<file path="src/hw/rtl/sdhrb_pkg.sv">
// Shared types and constants of the SCSI DMA host register block.
`timescale 1ns / 1ps

package sdhrb_pkg;

  // SCSI chip register file
  localparam int SCSI_REG_COUNT = 32;
  localparam int PTR_W          = $clog2(SCSI_REG_COUNT);

  // Configuration port
  localparam int PADDR_W = 2;
  localparam int PDATA_W = 32;

  typedef logic [PTR_W-1:0] ptr_t;

  // Indirect registers with special meaning
  localparam ptr_t REG_STATUS  = ptr_t'(5'h17);
  localparam ptr_t REG_COMMAND = ptr_t'(5'h18);
  localparam ptr_t REG_DATA    = ptr_t'(5'h19);
  localparam ptr_t REG_AUX     = ptr_t'(5'h1f);

  // Configuration register addresses
  localparam logic [PADDR_W-1:0] CFG_ADDR_MODE = '0;

  typedef enum logic {
    FUNC_READ  = 1'b0,
    FUNC_WRITE = 1'b1
  } func_e;

  // Bus access request
  typedef struct packed {
    func_e       func;
    logic [15:0] address;
    logic [7:0]  write_data;
  } in_req_t;

  // Bus access result
  typedef struct packed {
    logic [7:0] read_data;
    logic       irq_level;
  } out_rsp_t;

  // Register file port command
  typedef struct packed {
    logic       re;
    logic       we;
    ptr_t       addr;
    logic [7:0] wdata;
  } ram_cmd_t;

  // Result of the decode stage, completed once the register file answers
  typedef struct packed {
    logic       from_ram;
    logic       hit;
    logic [7:0] data;
    logic       irq;
  } acc_rsp_t;

endpackage

</file>
<file path="src/hw/rtl/sdhrb_ram.sv">
// Generic single-port-write, single-port-read RAM with registered read.
`timescale 1ns / 1ps

module sdhrb_ram #(
  parameter int Width = 8,
  parameter int Depth = 32
) (
  input  logic                     clk_i,
  input  logic                     we_i,
  input  logic [$clog2(Depth)-1:0] waddr_i,
  input  logic [Width-1:0]         wdata_i,
  input  logic                     re_i,
  input  logic [$clog2(Depth)-1:0] raddr_i,
  output logic [Width-1:0]         rdata_o
);

  logic [Width-1:0] mem_q [Depth];
  logic [Width-1:0] rdata_q;

  // Write port
  always_ff @(posedge clk_i) begin
    if (we_i) begin
      mem_q[waddr_i] <= wdata_i;
    end
  end

  // Registered read, held between reads
  always_ff @(posedge clk_i) begin
    if (re_i) begin
      rdata_q <= mem_q[raddr_i];
    end
  end

  assign rdata_o = rdata_q;

endmodule

</file>
<file path="src/hw/rtl/sdhrb_regs.sv">
// Address decode, DMA controller registers and SCSI pointer logic.
`timescale 1ns / 1ps

module sdhrb_regs (
  input  logic                clk_i,
  input  logic                rst_ni,
  input  logic                acc_fire_i,
  input  sdhrb_pkg::in_req_t  req_i,
  input  logic                board_mode_i,
  output sdhrb_pkg::ram_cmd_t ram_cmd_o,
  output sdhrb_pkg::acc_rsp_t rsp_o
);
  import sdhrb_pkg::*;

  // Card map
  localparam logic [15:0] CA_ISTR    = 16'h0041;
  localparam logic [15:0] CA_CNTR    = 16'h0043;
  localparam logic [15:0] CA_WTC0    = 16'h0080;
  localparam logic [15:0] CA_WTC1    = 16'h0081;
  localparam logic [15:0] CA_WTC2    = 16'h0082;
  localparam logic [15:0] CA_WTC3    = 16'h0083;
  localparam logic [15:0] CA_ACR0    = 16'h0084;
  localparam logic [15:0] CA_ACR1    = 16'h0085;
  localparam logic [15:0] CA_ACR2    = 16'h0086;
  localparam logic [15:0] CA_ACR3    = 16'h0087;
  localparam logic [15:0] CA_DAWR0   = 16'h008e;
  localparam logic [15:0] CA_DAWR1   = 16'h008f;
  localparam logic [15:0] CA_SASR    = 16'h0091;
  localparam logic [15:0] CA_SCMD    = 16'h0093;
  localparam logic [15:0] CA_ID0     = 16'h00a1;
  localparam logic [15:0] CA_ID1     = 16'h00a3;
  localparam logic [15:0] CA_ID2     = 16'h00a5;
  localparam logic [15:0] CA_ID3     = 16'h00a7;
  localparam logic [15:0] CA_STRT0   = 16'h00e0;
  localparam logic [15:0] CA_STRT1   = 16'h00e1;
  localparam logic [15:0] CA_STOP0   = 16'h00e2;
  localparam logic [15:0] CA_STOP1   = 16'h00e3;
  localparam logic [15:0] CA_CINT0   = 16'h00e4;
  localparam logic [15:0] CA_CINT1   = 16'h00e5;
  localparam logic [15:0] CA_FLUSH0  = 16'h00e8;
  localparam logic [15:0] CA_FLUSH1  = 16'h00e9;

  // Motherboard map
  localparam logic [15:0] MA_DAWR0   = 16'h0002;
  localparam logic [15:0] MA_DAWR1   = 16'h0003;
  localparam logic [15:0] MA_WTC0    = 16'h0004;
  localparam logic [15:0] MA_WTC1    = 16'h0005;
  localparam logic [15:0] MA_WTC2    = 16'h0006;
  localparam logic [15:0] MA_WTC3    = 16'h0007;
  localparam logic [15:0] MA_CNTR0   = 16'h000a;
  localparam logic [15:0] MA_CNTR1   = 16'h000b;
  localparam logic [15:0] MA_ACR0    = 16'h000c;
  localparam logic [15:0] MA_ACR1    = 16'h000d;
  localparam logic [15:0] MA_ACR2    = 16'h000e;
  localparam logic [15:0] MA_ACR3    = 16'h000f;
  localparam logic [15:0] MA_STRT0   = 16'h0012;
  localparam logic [15:0] MA_STRT1   = 16'h0013;
  localparam logic [15:0] MA_CINT0   = 16'h001a;
  localparam logic [15:0] MA_CINT1   = 16'h001b;
  localparam logic [15:0] MA_ISTR0   = 16'h001e;
  localparam logic [15:0] MA_ISTR1   = 16'h001f;
  localparam logic [15:0] MA_STOP0   = 16'h003e;
  localparam logic [15:0] MA_STOP1   = 16'h003f;
  localparam logic [15:0] MA_SCMD    = 16'h0043;
  localparam logic [15:0] MA_SASR    = 16'h0049;

  localparam logic [7:0]  PEND_FLAG       = 8'h10;
  localparam int          ISTR_INTS_BIT   = 6;
  localparam int          AUX_INT_BIT     = 7;
  localparam logic [7:0]  STATUS_SELECTED = 8'h42;
  localparam logic [7:0]  CMD_SEL_ATN     = 8'h06;
  localparam logic [7:0]  CMD_SEL         = 8'h07;
  localparam logic [31:0] ACR_KEEP_MASK   = 32'hffffff01;

  logic [8:0]  int_q, int_d;
  logic [15:0] ctrl_q, ctrl_d;
  logic [31:0] wc_q, wc_d;
  logic [31:0] dma_q, dma_d;
  logic [15:0] width_q, width_d;
  logic        run_q, run_d;
  ptr_t        ptr_q, ptr_d;
  logic [7:0]  aux_q, aux_d;
  logic [7:0]  status_q, status_d;
  logic [SCSI_REG_COUNT-1:0] vld_q;

  logic        is_wr;
  logic [15:0] a;
  logic [7:0]  b;
  logic        scsi_rd;
  logic        scsi_wr;
  logic        ptr_hold;
  logic [7:0]  rd_byte;
  logic        rd_ram;
  logic        ram_we;

  function automatic logic [31:0] put32(logic [31:0] r, logic [1:0] lane, logic [7:0] v);
    logic [31:0] o;
    o = r;
    case (lane)
      2'd0:    o[31:24] = v;
      2'd1:    o[23:16] = v;
      2'd2:    o[15:8]  = v;
      default: o[7:0]   = v;
    endcase
    return o;
  endfunction

  function automatic logic [7:0] get32(logic [31:0] r, logic [1:0] lane);
    logic [7:0] o;
    case (lane)
      2'd0:    o = r[31:24];
      2'd1:    o = r[23:16];
      2'd2:    o = r[15:8];
      default: o = r[7:0];
    endcase
    return o;
  endfunction

  // Set the pending flag on a status byte that has any bit set
  function automatic logic [7:0] with_pend(logic [7:0] v);
    return (v != 8'h00) ? (v | PEND_FLAG) : v;
  endfunction

  assign is_wr = (req_i.func == FUNC_WRITE);
  assign a     = req_i.address;
  assign b     = req_i.write_data;

  // Skip the pointer step on data, command and aux registers
  assign ptr_hold = (ptr_q == REG_AUX) || (ptr_q == REG_DATA) || (ptr_q == REG_COMMAND);

  // Decode the request and work out the next register state
  always_comb begin
    int_d    = int_q;
    ctrl_d   = ctrl_q;
    wc_d     = wc_q;
    dma_d    = dma_q;
    width_d  = width_q;
    run_d    = run_q;
    ptr_d    = ptr_q;
    aux_d    = aux_q;
    status_d = status_q;
    scsi_rd  = 1'b0;
    scsi_wr  = 1'b0;
    rd_byte  = 8'h00;
    rd_ram   = 1'b0;
    ram_we   = 1'b0;

    if (board_mode_i) begin
      if (is_wr) begin
        case (a)
          MA_DAWR0, MA_DAWR1: begin
            width_d = a[0] ? {width_q[15:8], b} : {b, width_q[7:0]};
          end
          MA_WTC0, MA_WTC1, MA_WTC2, MA_WTC3: wc_d = put32(wc_q, a[1:0], b);
          MA_CNTR0, MA_CNTR1: begin
            ctrl_d = a[0] ? {ctrl_q[15:8], b} : {b, ctrl_q[7:0]};
          end
          MA_ACR0, MA_ACR1, MA_ACR2, MA_ACR3: dma_d = put32(dma_q, a[1:0], b);
          MA_STRT0, MA_STRT1: run_d = 1'b1;
          MA_CINT0, MA_CINT1: int_d = '0;
          MA_STOP0, MA_STOP1: run_d = 1'b0;
          MA_SASR:            ptr_d = b[PTR_W-1:0];
          MA_SCMD:            scsi_wr = 1'b1;
          default: ;
        endcase
      end else begin
        case (a)
          MA_DAWR0, MA_DAWR1: rd_byte = a[0] ? width_q[7:0] : width_q[15:8];
          MA_WTC0, MA_WTC1, MA_WTC2, MA_WTC3: rd_byte = get32(wc_q, a[1:0]);
          MA_CNTR0, MA_CNTR1: rd_byte = a[0] ? ctrl_q[7:0] : ctrl_q[15:8];
          MA_ACR0, MA_ACR1, MA_ACR2, MA_ACR3: rd_byte = get32(dma_q, a[1:0]);
          MA_STRT0, MA_STRT1: rd_byte = 8'h00;
          MA_CINT0, MA_CINT1: int_d = '0;
          MA_ISTR0:           rd_byte = with_pend({7'h00, int_q[8]});
          MA_ISTR1:           rd_byte = with_pend(int_q[7:0]);
          MA_STOP0, MA_STOP1: run_d = 1'b0;
          MA_SASR:            rd_byte = {{(8-PTR_W){1'b0}}, ptr_q};
          MA_SCMD:            scsi_rd = 1'b1;
          default:            rd_byte = 8'hff;
        endcase
      end
    end else begin
      if (is_wr) begin
        case (a)
          CA_CNTR:                   ctrl_d = {8'h00, b};
          CA_WTC0, CA_WTC1, CA_WTC2, CA_WTC3: wc_d = put32(wc_q, a[1:0], b);
          CA_ACR0, CA_ACR1, CA_ACR2: dma_d = put32(dma_q, a[1:0], b);
          CA_ACR3:                   dma_d = (dma_q & ACR_KEEP_MASK) | {24'h0, b & 8'hfe};
          CA_DAWR0, CA_DAWR1: begin
            width_d = a[0] ? {width_q[15:8], b} : {b, width_q[7:0]};
          end
          CA_SASR:                   ptr_d = b[PTR_W-1:0];
          CA_SCMD:                   scsi_wr = 1'b1;
          CA_STRT0, CA_STRT1:        run_d = 1'b1;
          CA_STOP0, CA_STOP1, CA_FLUSH0, CA_FLUSH1: run_d = 1'b0;
          CA_CINT0, CA_CINT1:        int_d = '0;
          default: ;
        endcase
      end else begin
        case (a)
          CA_ISTR:                   rd_byte = with_pend(int_q[7:0]) | ((int_q != '0) ?
                                               PEND_FLAG : 8'h00);
          CA_CNTR:                   rd_byte = ctrl_q[7:0];
          CA_SASR:                   rd_byte = aux_q;
          CA_SCMD:                   scsi_rd = 1'b1;
          CA_ID0, CA_ID1, CA_ID2, CA_ID3: rd_byte = 8'hff;
          default:                   rd_byte = 8'h00;
        endcase
      end
    end

    // Indirect write: status entry lives in a register, the rest in the RAM
    if (scsi_wr) begin
      if (ptr_q == REG_STATUS) begin
        status_d = b;
      end else begin
        ram_we = 1'b1;
      end
      if (ptr_q == REG_COMMAND && (b == CMD_SEL_ATN || b == CMD_SEL)) begin
        status_d                = STATUS_SELECTED;
        aux_d[AUX_INT_BIT]      = 1'b1;
        int_d[ISTR_INTS_BIT]    = 1'b1;
      end
      if (!ptr_hold) begin
        ptr_d = ptr_q + ptr_t'(1);
      end
    end

    // Indirect read: a status read drops the interrupt
    if (scsi_rd) begin
      if (ptr_q == REG_STATUS) begin
        rd_byte              = status_q;
        aux_d[AUX_INT_BIT]   = 1'b0;
        int_d[ISTR_INTS_BIT] = 1'b0;
      end else begin
        rd_ram = 1'b1;
      end
      if (!ptr_hold) begin
        ptr_d = ptr_q + ptr_t'(1);
      end
    end
  end

  // Drive the register file port
  assign ram_cmd_o.re    = acc_fire_i & rd_ram;
  assign ram_cmd_o.we    = acc_fire_i & ram_we;
  assign ram_cmd_o.addr  = ptr_q;
  assign ram_cmd_o.wdata = b;

  // Partial result; the RAM byte is merged in after the decode stage register
  assign rsp_o.from_ram = rd_ram;
  assign rsp_o.hit      = vld_q[ptr_q];
  assign rsp_o.data     = rd_byte;
  assign rsp_o.irq      = int_d[ISTR_INTS_BIT] & (board_mode_i ? ctrl_d[2] : ctrl_d[4]);

  // Commit the state of an accepted request
  always_ff @(posedge clk_i or negedge rst_ni) begin
    if (!rst_ni) begin
      int_q    <= '0;
      ctrl_q   <= '0;
      wc_q     <= '0;
      dma_q    <= '0;
      width_q  <= '0;
      run_q    <= 1'b0;
      ptr_q    <= '0;
      aux_q    <= '0;
      status_q <= '0;
      vld_q    <= '0;
    end else if (acc_fire_i) begin
      int_q    <= int_d;
      ctrl_q   <= ctrl_d;
      wc_q     <= wc_d;
      dma_q    <= dma_d;
      width_q  <= width_d;
      run_q    <= run_d;
      ptr_q    <= ptr_d;
      aux_q    <= aux_d;
      status_q <= status_d;
      if (ram_we) begin
        vld_q[ptr_q] <= 1'b1;
      end
    end
  end

  a_no_rw_same_cycle: assert property (@(posedge clk_i) disable iff (!rst_ni)
    !(ram_cmd_o.re && ram_cmd_o.we))
    else $error("register file read and written by one request");

  a_status_not_in_ram: assert property (@(posedge clk_i) disable iff (!rst_ni)
    (ram_cmd_o.we || ram_cmd_o.re) |-> (ram_cmd_o.addr != REG_STATUS))
    else $error("status entry sent to the register file");

  a_data_ptr_holds: assert property (@(posedge clk_i) disable iff (!rst_ni)
    (acc_fire_i && (scsi_rd || scsi_wr) && ptr_q == REG_DATA) |=> (ptr_q == REG_DATA))
    else $error("pointer stepped past the data register");

endmodule

</file>
<file path="src/hw/rtl/scsi_dma_host_register_block.sv">
// Top level of the SCSI DMA host register block: handshake, pipeline, config port.
`timescale 1ns / 1ps

// Bus register block of a SCSI host adapter with a DMA controller.
//
// Request channel (in_valid_i / in_ready_o / in_req_i): one byte read or
// write at a 16-bit address. Result channel (out_valid_o / out_ready_i /
// out_rsp_o): one result per request, in order, holding the byte read
// (zero on writes) and the interrupt level after the access.
// Configuration port: APB-style, register board_mode at address 0 selects
// the card map (0) or the motherboard map (1). Write it only while idle.
//
// Throughput is one request per cycle while the receiver does not stall:
// the decode stage updates the registers and issues the SCSI register
// file access, the RAM's registered read completes in the cycle after,
// and the output register holds the result.
// Reset clears the state registers and marks every register file entry
// as zero; it needs no clearing pass. When the receiver stalls, the result
// and one request in flight are held and in_ready_o drops until the output frees.

module scsi_dma_host_register_block (
  input  logic                                clk_i,
  input  logic                                rst_ni,
  input  logic                                psel,
  input  logic                                penable,
  input  logic                                pwrite,
  input  logic [sdhrb_pkg::PADDR_W-1:0]       paddr,
  input  logic [sdhrb_pkg::PDATA_W-1:0]       pwdata,
  output logic [sdhrb_pkg::PDATA_W-1:0]       prdata,
  output logic                                pready,
  input  logic                                in_valid_i,
  output logic                                in_ready_o,
  input  sdhrb_pkg::in_req_t                  in_req_i,
  output logic                                out_valid_o,
  input  logic                                out_ready_i,
  output sdhrb_pkg::out_rsp_t                 out_rsp_o
);
  import sdhrb_pkg::*;

  logic     board_mode_q;
  logic     cfg_wr;
  logic     in_fire;
  logic     s1_adv;
  logic     s1_valid_q;
  acc_rsp_t s1_q;
  acc_rsp_t acc_rsp;
  ram_cmd_t ram_cmd;
  logic [7:0] ram_rdata;
  logic [7:0] s1_byte;
  logic     out_valid_q;
  out_rsp_t out_q;

  // Configuration register
  assign pready = 1'b1;
  assign cfg_wr = psel & penable & pwrite & pready & (paddr == CFG_ADDR_MODE);
  assign prdata = (paddr == CFG_ADDR_MODE) ? {{(PDATA_W-1){1'b0}}, board_mode_q} : '0;

  always_ff @(posedge clk_i or negedge rst_ni) begin
    if (!rst_ni) begin
      board_mode_q <= 1'b0;
    end else if (cfg_wr) begin
      board_mode_q <= pwdata[0];
    end
  end

  // Handshake: take a request whenever the decode stage can move on
  assign s1_adv     = !out_valid_q || out_ready_i;
  assign in_ready_o = !s1_valid_q || s1_adv;
  assign in_fire    = in_valid_i && in_ready_o;

  sdhrb_regs u_regs (
    .clk_i       (clk_i),
    .rst_ni      (rst_ni),
    .acc_fire_i  (in_fire),
    .req_i       (in_req_i),
    .board_mode_i(board_mode_q),
    .ram_cmd_o   (ram_cmd),
    .rsp_o       (acc_rsp)
  );

  sdhrb_ram #(
    .Width(8),
    .Depth(SCSI_REG_COUNT)
  ) u_scsi_ram (
    .clk_i  (clk_i),
    .we_i   (ram_cmd.we),
    .waddr_i(ram_cmd.addr),
    .wdata_i(ram_cmd.wdata),
    .re_i   (ram_cmd.re),
    .raddr_i(ram_cmd.addr),
    .rdata_o(ram_rdata)
  );

  // Decode stage register
  always_ff @(posedge clk_i or negedge rst_ni) begin
    if (!rst_ni) begin
      s1_valid_q <= 1'b0;
    end else if (in_fire) begin
      s1_valid_q <= 1'b1;
    end else if (s1_adv) begin
      s1_valid_q <= 1'b0;
    end
  end

  always_ff @(posedge clk_i) begin
    if (in_fire) begin
      s1_q <= acc_rsp;
    end
  end

  // Merge the register file byte; never-written entries read as zero
  assign s1_byte = s1_q.from_ram ? (s1_q.hit ? ram_rdata : 8'h00) : s1_q.data;

  // Output register
  always_ff @(posedge clk_i or negedge rst_ni) begin
    if (!rst_ni) begin
      out_valid_q <= 1'b0;
    end else if (s1_adv) begin
      out_valid_q <= s1_valid_q;
    end
  end

  always_ff @(posedge clk_i) begin
    if (s1_adv && s1_valid_q) begin
      out_q.read_data <= s1_byte;
      out_q.irq_level <= s1_q.irq;
    end
  end

  assign out_valid_o = out_valid_q;
  assign out_rsp_o   = out_q;

  a_fire_fills_s1: assert property (@(posedge clk_i) disable iff (!rst_ni)
    in_fire |=> s1_valid_q)
    else $error("accepted request lost before the decode stage");

  a_s1_reaches_out: assert property (@(posedge clk_i) disable iff (!rst_ni)
    (s1_valid_q && s1_adv) |=> out_valid_o)
    else $error("decoded request did not reach the output register");

  a_out_held_on_stall: assert property (@(posedge clk_i) disable iff (!rst_ni)
    (out_valid_o && !out_ready_i) |=> (out_valid_o && $stable(out_rsp_o)))
    else $error("result changed while the receiver stalled");

endmodule
</file>
<file path="config.mk">
export PLATFORM = sky130hd
export DESIGN_NAME = scsi_dma_host_register_block
export DESIGN_NICKNAME = d
export VERILOG_FILES = /design/src/hw/rtl/sdhrb_pkg.sv /design/src/hw/rtl/sdhrb_ram.sv /design/src/hw/rtl/sdhrb_regs.sv /design/src/hw/rtl/scsi_dma_host_register_block.sv
export SDC_FILE = /design/constraint.sdc
export NUM_CORES = 1
export LEC_CHECK = 0
export BUFFER_PORTS_ARGS = -buffer_cell sky130_fd_sc_hd__buf_2
export CORE_MARGIN = 2
export CORE_UTILIZATION = 30
export CTS_BUF_LIST = sky130_fd_sc_hd__clkbuf_16
export DETAILED_ROUTE_END_ITERATION = 16
export PLACE_DENSITY = 0.44
export SLEW_MARGIN = 20
export SYNTH_ARGS = -nofsm -noshare
export SYNTH_HDL_FRONTEND = slang
export SYNTH_SLANG_ARGS = --single-unit
export TNS_END_PERCENT = 50
</file>
<file path="constraint.sdc">
create_clock -name clk_i -period 6.15 [get_ports clk_i]
set_input_delay 1.23 -clock clk_i [delete_from_list [all_inputs] [get_ports clk_i]]
set_output_delay 1.23 -clock clk_i [all_outputs]
set_load 0.02 [all_outputs]
</file>
==> results of run 1 <==
-- state kept, by name (all words and copies together) (netlist names) --
signal,flops
u_regs.width_q,16
u_regs.vld_q,32
u_regs.int_q,1
u_regs.wc_q,32
u_regs.ptr_q,5
out_valid_o,1
u_scsi_ram.mem_q,256
s1_q,11
u_regs.dma_q,32
s1_valid_q,1
out_rsp_o,9
u_regs.status_q,8
u_scsi_ram.rdata_o,8
board_mode_q,1
u_regs.aux_q,1
u_regs.ctrl_q,16
-- metal layers --
metal  routed length (microns)  GRT usage [%]  part of all wire (%)
met1                     22300           21.4                    45
met2                     23700           24.7                    48
met3                      1750           2.21                   3.6
met4                      1390           4.98                   2.8
met5                         0              0                     0
-- placed cells by master, fill, tap and decap left out, types with 18 or more instances in the layout --
cell type	count
buf_2	46
buf_4	49
clkbuf_16	48
clkinv_1	18
conb_1	40
dfrtp_1	143
edfxtp_1	284
inv_1	31
mux2_2	93
mux4_2	101
nand2_1	33
nand3_1	20
nor2_1	46
o21bai_1	28
-- power groups by stage --
stage | Combinational [W] | Clock [W] | Sequential, W
after floorplan | 0.000120 | 0 | 0.00319
after global placement | 0.000221 | 0 | 0.00319
after detailed placement | 0.000223 | 0 | 0.00319
after CTS | 0.000223 | 0.00273 | 0.00313
after global routing | 0.000241 | 0.00285 | 0.00313
final | 0.000218 | 0.00265 | 0.00313
-- worst max-delay path, cell delays in order --
cell and delay, ns:
buf_2 0.11, nor4_2 0.57, nand3_1 0.37, nor3_2 0.62
nand2_1 0.53, nor2_1 0.78
-- path summary, 6_finish.rpt --
kind / cells past startpoint / start / end / slack [ns]
max: 6 / in_req_i[21] / u_scsi_ram.mem_q[24][6] / 2.14
min: 0 / u_regs.vld_q[23] / u_regs.vld_q[23] / 0.37
max reg2reg: 4 / board_mode_q / u_scsi_ram.mem_q[24][6] / 2.66
min reg2reg: 0 / u_regs.vld_q[23] / u_regs.vld_q[23] / 0.37
max in group asynchronous: 2 / rst_ni / u_regs.ptr_q[0] / 4.08
min in group asynchronous: 1 / rst_ni / u_regs.wc_q[15] / 0.75
-- area by class of cell --
type,instances,area [sq um],area share (%)
timing repair buffer,96,609,2.83
inverter,24,90.1,0.418
multi-input combinational,606,6190,28.7
clock buffer,48,1200,5.57
tap,837,1050,4.86
sequential,430,12200,56.5
clock inverter,38,233,1.08
-- cells by family (layout without fill, tap and decap cells) --
logic type	count (synthesis)	after routing	synth area share, %
AO/OA/AOI/OAI	136	136	5.65
adder cells (fa/ha/maj)	5	5	0.332
buffers and inverters	130	206	3.40
flip-flops	430	430	64.6
multiplexers	223	223	19.6
other	2	40	0.0398
AND/OR/NAND/NOR	202	202	6.34
-- through the flow --
stage	worst slack, ns	hold slack (ns)	power, W	util, %
finish	2.14	0.371	0.00600	34.8
global route	1.95	0.392	0.00622	34.8
CTS	2.12	0.377	0.00609	34.8
detailed placement	1.50	0.363	0.00341	32.5
floorplan	2.34	0.400	0.00331	-
global placement	1.56	0.362	0.00341	32.5
==> run_results.csv, run 1 <==
group,metric,value,unit
final_layout,layout-drive-gt1-share,32.2,%
routing,ant_nets,0,
routing,routed_wirelength,49100,microns
routing,drc,0,
synth,ys_async_sr_fraction,34.0,%
die,ioPinCount,110,
synth,yosysTopAreaCellShare,45.2,%
die,die_w,255,microns
pwr,vdd_drop_max,0.215,mV
sta,fmaxAchievable,249,MHz
critical_path,arrival,4.22,ns
clocking,cts_resized,0,
final_layout,nets,1276,
min_path,hold_path.class,"reg2reg",
sta,maxSlewViolCount,0,
grt,grt.total_usage,15.3,%
sta,fin_setup_tns,0,ns
pwr,p_seq_share,52.2,%
routing,via_count,10300,
synth,synth-main-ff-cell,"edfxtp_1",
clocking,clkLatencyLatePin,0.59,ns
clocking,cts_setup_buffers,0,
pwr,p_int,0.00463,W
final_layout,design_area,0.0216,sq mm
pwr,power_frac_clock,44.1,%
routing,wl_per_cell,23.6,microns
placement,dp_hpwl,30000,microns
final_layout,syn2layout_area_growth,14.3,%
synth,yosysUniqueCellTypes,81,
synth,yosys-top-cells-area,"edfxtp_1 (45%), dfrtp_1 (19%), mux4_2 (12%)",
critical_path,worstSetupPathType,"in2reg",
clocking,numClockSinks,430,
clocking,root_buffer,"clkbuf_16",
synth,synth_cells,1128,
die,start_util,30.4,%
die,core_area,0.0619,sq mm
die,fp.dieArea,0.0649,sq mm
placement,dp.cells,1993,
synth,syn_area,0.0189,sq mm
grt,grt_pass1_vias,10600,
synth,yosysTopAreaCell,"edfxtp_1",
clocking,cts.path.max_buffers,3,
routing,drt_iter0_markers,690,
synth,ys_ff_latch,430,
final_layout,antenna_cells,0,
clocking,numCtsBuffers,47,
critical_path,startpoint_type,"primary input",
synth,synth_edf_count,284,
synth,syn_avg_cell_area,16.7,sq um
clocking,cts_tree,"built",
synth,ys_warn_count,0,
sta,rsz0062_at_grt,"false",
grt,grt_max_degree,100,
pwr,combPwrFrac,3.6,%
pwr,p_per_area,278,mW/mm^2
clocking,cts.reportedPaths.clkPinSlew,0.06,ns
routing,first_pass_iters,6,
routing,routed_via_density,4.94,
critical_path,worstPathMaxFanout,9,
critical_path,endpoint_kind,"flip-flop",
outcome,outcome,"finished, final reports clean",
grt,grt_antenna_before_repair,1,
critical_path,critPathRequiredTime,6.35,ns
clocking,cts_hold_buf,0,
sta,setup_viol,0,
sta,period_needed,4.01,ns
clocking,h-tree-depth,2,
die,die_h,255,microns
synth,yosysMostFrequentCell,"edfxtp_1",
sta,final_hold_viol_count,0,
placement,place_area,0.0201,sq mm
placement,place_congestion,0.759,
pwr,p_leak,7.96,nW
pwr,p_sw_share,22.9,%
die,num_rows,91,
synth,ys_seq_area_share,64.6,%
job,cap_violations,0,
grt,grt_pass1_wl,72800,microns
final_layout,stdcell_count,2079,
sta,finClkSkew,0.0175,ns
sta,slew_headroom,28.9,%
final_layout,fill_cells,6026,
synth,ys_top_cells_by_count,"edfxtp_1 (284), dfrtp_1 (146), mux4_2 (101)",
sta,fin_crit_sh,65.3,%
pwr,power.switching,0.00137,W
placement,port_buffers,46,
grt,grt-ovfl-total,0,
sta,tightest_slew,1.06,ns
No activity file was read; power rests on OpenSTA's default activity.
==> run 2, diff against run 1 <==
--- a/config.mk
+++ b/config.mk
@@ -10,7 +10,7 @@
 export CORE_UTILIZATION = 30
 export CTS_BUF_LIST = sky130_fd_sc_hd__clkbuf_16
 export DETAILED_ROUTE_END_ITERATION = 16
-export PLACE_DENSITY = 0.44
+export PLACE_DENSITY = 0.46
 export SLEW_MARGIN = 20
 export SYNTH_ARGS = -nofsm -noshare
 export SYNTH_HDL_FRONTEND = slang
==> constraint.sdc (replaced) <==
create_clock -name clk_i -period 3.3 [get_ports clk_i]
set_input_delay 0.66 -clock clk_i [delete_from_list [all_inputs] [get_ports clk_i]]
set_output_delay 0.66 -clock clk_i [all_outputs]
set_load 0.02 [all_outputs]
==> run_results.csv, run 2 (synthesized netlist as in run 1, its figures left out) <==
group,metric,value,unit
critical_path,crit_path_start,"u_regs.ptr_q[1]",
critical_path,max_stage_delay,0.55,ns
placement,dp_hpwl,30800,microns
sta,fmaxAchievable,378,MHz
clocking,root_buffer,"clkbuf_16",
routing,wl_per_cell,22.9,microns
grt,grt_pass1_wl,73300,microns
die,fp.dieArea,0.0649,sq mm
final_layout,largest_reg_flops,256,
die,die_h,255,microns
die,start_util,30.4,%
final_layout,syn2layout_area_growth,17.3,%
placement,place_congestion,0.807,
final_layout,seqCellArea,0.0122,sq mm
sta,whs,0.272,ns
placement,port_buffers,46,
sta,period_needed,2.65,ns
placement,place_area,0.0205,sq mm
final_layout,postLayoutCoreUtil,35.7,%
critical_path,crit_top_cell,"mux4_2",
sta,rsz0062_at_grt,"false",
grt,grt_max_degree,52,
grt,grt_antenna_before_repair,3,
clocking,cts_tree,"built",
routing,drc,0,
pwr,p_per_area,525,mW/mm^2
critical_path,cpMaxStageDelayCell,"mux4_2",
sta,final_hold_viol_count,0,
min_path,hold_path.class,"in2reg",
clocking,numClockSinks,430,
critical_path,reg2reg_slack,0.65,ns
sta,finClkSkew,0.0522,ns
sta,fin_setup_tns,0,ns
final_layout,antenna_cells,0,
sta,fin_crit_sh,80.2,%
critical_path,crit_family,"multiplexers",
final_layout,mostFrequentLayoutCells,"edfxtp_1 (284), dfrtp_1 (143), mux4_2 (101), mux2_2 (93), buf_4 (85)",
routing,drt_iter0_markers,782,
pwr,p_leak,8.29,nW
routing,via_count,10300,
min_path,whs_endpoint,"board_mode_q",
clocking,cts_setup_buffers,0,
critical_path,arrival,2.98,ns
critical_path,reg2reg_to,"u_scsi_ram.rdata_o[1]",
critical_path,startpoint_type,"flip-flop",
routing,ant_nets,0,
final_layout,layout-drive-gt1-share,35.3,%
clocking,numCtsBuffers,48,
min_path,min-delay-start,"pwdata[0]",
grt,grt-ovfl-total,0,
clocking,cts.reportedPaths.clkPinSlew,0.06,ns
critical_path,critPathRequiredTime,3.63,ns
job,cap_violations,0,
sta,setup_viol,0,
critical_path,worstSetupPathType,"reg2reg",
sta,slew_headroom,54.1,%
clocking,cts_resized,0,
outcome,outcome,"finished, final reports clean",
final_layout,regMostFlops,"u_scsi_ram.mem_q",
final_layout,mostFrequentLayoutCell,"edfxtp_1",
sta,tightest_slew,0.686,ns
final_layout,stdcell_count,2124,
pwr,vdd_drop_max,0.342,mV
die,core_area,0.0619,sq mm
grt,grt.total_usage,15.4,%
routing,routed_via_density,4.87,
grt,grt_pass1_vias,10800,
min_path,worstHoldPathCells,3,
final_layout,nets,1320,
final_layout,fill_cells,5897,
critical_path,reg2reg_from,"u_regs.ptr_q[1]",
routing,routed_wirelength,48600,microns
die,ioPinCount,110,
placement,dp.cells,2035,
critical_path,cp.buffers_inverters,2,
clocking,cts.path.max_buffers,3,
critical_path,reg2regPathDepth,5,
clocking,h-tree-depth,2,
critical_path,path_cells,"buf_12, buf_4, mux4_2, mux4_2, mux2_2",
routing,first_pass_iters,5,
critical_path,endpoint_kind,"flip-flop",
final_layout,multi_input_area,0.00619,sq mm
final_layout,design_area,0.0221,sq mm
sta,maxSlewViolCount,0,
die,die_w,255,microns
critical_path,worstPathMaxFanout,51,
clocking,clkLatencyLatePin,0.62,ns
die,num_rows,91,
==> run 2: timing repair <==
item / in CTS / in global routing
hold buffers: 1 / 0
setup endpoints to repair: 0 / 0
endpoints found under the hold margin: 39 / 0
==> run 2: routing by layer <==
| metal | part of all wire, % | vias to the layer above | track usage [%] | wire (microns) |
|---|---|---|---|---|
| met5 | 0 | - | 0 | 0 |
| met4 | 2.5 | 0 | 4.75 | 1220 |
| met3 | 3.9 | 76 | 2.40 | 1890 |
| met2 | 49 | 207 | 25.4 | 23900 |
| met1 | 44 | 5431 | 20.9 | 21500 |
| li1 | - | 4634 | - | - |
==> run 2: cell type report <==
| cell class | instances | area share [%] |
|---|---|---|
| Clock buffer | 48 | 5.43 |
| Clock inverter | 40 | 1.68 |
| Inverter | 24 | 0.407 |
| Multi-Input combinational cell | 606 | 28.0 |
| Sequential cell | 430 | 55.1 |
| Tap cell | 837 | 4.74 |
| Timing Repair Buffer | 139 | 4.63 |
==> run 2: report_power, final <==
group          internal, W  switching, W
registers          0.00580     0.0000168
logic             0.000108      0.000334
clock network      0.00307       0.00227
total              0.00898       0.00262
==> run 2: worst max-delay path by stage <==
stage,end,cells after the start
floorplan,u_scsi_ram.mem_q[20][0],7
global placement,u_regs.width_q[13],7
detailed placement,u_regs.width_q[15],7
CTS,u_scsi_ram.rdata_o[5],7
global route,u_regs.ptr_q[1],8
finish,u_scsi_ram.rdata_o[1],5
==> run 2: per-stage QoR <==
stage          total power (W)  worst slack [ns]
6_report                0.0116             0.652
5_1_grt                 0.0120             0.451
4_1_cts                 0.0118             0.558
3_5_place_dp           0.00638             0.184
3_3_place_gp           0.00637             0.232
2_1_floorplan          0.00616            0.0644
==> run 2: worst reg2reg max path: stages (launching register included) <==
cell and delay (ns):
dfrtp_4 0.42, buf_12 0.30, buf_4 0.41, mux4_2 0.42, mux4_2 0.55, mux2_2 0.32
==> run 3, diff against run 2 <==
--- a/config.mk
+++ b/config.mk
@@ -10,7 +10,7 @@
 export CORE_UTILIZATION = 30
 export CTS_BUF_LIST = sky130_fd_sc_hd__clkbuf_16
 export DETAILED_ROUTE_END_ITERATION = 16
-export PLACE_DENSITY = 0.46
+export PLACE_DENSITY = 0.44
 export SLEW_MARGIN = 20
 export SYNTH_ARGS = -nofsm -noshare
 export SYNTH_HDL_FRONTEND = slang
==> constraint.sdc (replaced) <==
create_clock -name clk_i -period 2.75 [get_ports clk_i]
set_input_delay 0.55 -clock clk_i [delete_from_list [all_inputs] [get_ports clk_i]]
set_output_delay 0.55 -clock clk_i [all_outputs]
set_load 0.02 [all_outputs]
==> run_results.csv, run 3 (synthesized netlist as in run 1, its figures left out) <==
group,metric,value,unit
outcome,outcome,"finished, final reports clean",
grt,grt-ovfl-total,0,
final_layout,mostFrequentLayoutCells,"edfxtp_1 (284), dfrtp_1 (143), buf_4 (118), mux4_2 (101), mux2_2 (93)",
final_layout,postLayoutCoreUtil,36.6,%
clocking,cts_resized,0,
final_layout,multi_input_area,0.00622,sq mm
final_layout,regMostFlops,"u_scsi_ram.mem_q",
routing,drt_iter0_markers,693,
final_layout,mostFrequentLayoutCell,"edfxtp_1",
critical_path,worstSetupPathType,"reg2reg",
placement,dp_hpwl,32100,microns
routing,ant_nets,0,
placement,port_buffers,46,
clocking,cts.reportedPaths.clkPinSlew,0.07,ns
clocking,cts_tree,"built",
placement,place_area,0.0211,sq mm
routing,drc,0,
sta,rsz0062_at_grt,"false",
sta,maxSlewViolCount,0,
sta,final_hold_viol_count,0,
clocking,numCtsBuffers,47,
routing,wl_per_cell,22.9,microns
clocking,cts_hold_buf,1,
job,cap_violations,0,
placement,pre_cts_slack,-0.191,ns
sta,setup_ws,0.135,ns
routing,first_pass_iters,4,
final_layout,fill_cells,5937,
grt,grt_pass1_vias,10900,
sta,whs,0.176,ns
final_layout,nets,1368,
grt,grt.total_usage,15.6,%
die,fp.dieArea,0.0649,sq mm
routing,routed_wirelength,49700,microns
routing,routed_via_density,4.84,
clocking,cts_setup_buffers,0,
die,start_util,30.4,%
final_layout,layout-drive-gt1-share,37.2,%
pwr,p_leak,8.58,nW
sta,slew_headroom,46.1,%
critical_path,arrival,2.94,ns
clocking,numClockSinks,430,
sta,finClkSkew,0.0472,ns
sta,fin_crit_sh,95.1,%
pwr,vdd_drop_max,0.391,mV
critical_path,endpoint_kind,"flip-flop",
final_layout,seqCellArea,0.0122,sq mm
critical_path,critPathRequiredTime,3.07,ns
final_layout,syn2layout_area_growth,20.2,%
final_layout,largest_reg_flops,256,
sta,tightest_slew,0.804,ns
routing,via_count,10500,
die,die_w,255,microns
die,die_h,255,microns
sta,setup_viol,0,
grt,grt_antenna_before_repair,0,
placement,place_congestion,0.771,
clocking,clkLatencyLatePin,0.60,ns
die,ioPinCount,110,
critical_path,startpoint_type,"flip-flop",
final_layout,design_area,0.0227,sq mm
clocking,cts.path.max_buffers,3,
sta,fmaxAchievable,382,MHz
clocking,h-tree-depth,2,
pwr,p_per_area,607,mW/mm^2
critical_path,worstPathMaxFanout,25,
grt,grt_max_degree,64,
min_path,hold_path.class,"in2reg",
clocking,root_buffer,"clkbuf_16",
grt,grt_pass1_wl,74200,microns
sta,period_needed,2.62,ns
die,core_area,0.0619,sq mm
die,num_rows,91,
[run 3: cell types whose count changed in the layout (fill, tap and decap cells not counted), moves of 3 or more]
cell and change:
inv_1 +3, nor3_1 -3, buf_4 +33, buf_12 +16, clkinv_2 -5, clkinv_1 +5
[run 3: worst paths after layout]
path                                   from               endpoint  slack (ns)  depth (start not counted)
setup / recovery            u_regs.ptr_q[0]  u_scsi_ram.rdata_o[6]        0.13                          5
hold / removal                    pwdata[0]           board_mode_q        0.18                          3
setup reg to reg            u_regs.ptr_q[0]  u_scsi_ram.rdata_o[6]        0.13                          5
hold reg to reg            u_regs.vld_q[23]       u_regs.vld_q[23]        0.39                          0
max in group asynchronous            rst_ni     u_regs.width_q[11]        1.47                          3
min in group asynchronous            rst_ni         u_regs.wc_q[5]        0.51                          2
[run 3: per-layer routing]
metal | vias to the layer above | track usage, % | part of all wire (%)
li1 | 4742 | - | -
met1 | 5521 | 21.8 | 45
met2 | 192 | 25.7 | 49
met3 | 63 | 2.02 | 3.0
met4 | 0 | 4.23 | 2.2
met5 | - | 0 | 0
[run 3: area by class of cell]
cell class / instances / share of cell area [%]
antenna: 1 / 0.0110
clock buffer: 48 / 5.30
clock inverter: 39 / 1.41
inverter: 24 / 0.397
multi-input combinational: 606 / 27.5
sequential: 430 / 53.8
tap: 837 / 4.62
timing repair buffer: 188 / 7.03
[run 3: report_power, final]
group / switching, W / leakage (nW) / internal (W) / total (W)
clock: 0.00265 / 0.789 / 0.00356 / 0.00621
sequential: 0.0000205 / 4.57 / 0.00696 / 0.00698
combinational: 0.000407 / 3.22 / 0.000153 / 0.000560
total: 0.00308 / 8.58 / 0.0107 / 0.0138
[run 3: metrics by stage]
step           setup TNS, ns  total power [W]  instances
2_1_floorplan         -21.00          0.00739       1166
3_3_place_gp          -0.558          0.00768       2084
3_5_place_dp          -0.387          0.00769       2084
4_1_cts                    0           0.0140       2172
5_1_grt                    0           0.0143       2172
6_report                   0           0.0138       2173
[run 3: critical path, cell delays in order (launching register included)]
cell and delay [ns]:
dfrtp_4 0.46, buf_12 0.25, buf_4 0.22, mux4_2 0.54
mux4_2 0.55, mux2_2 0.34
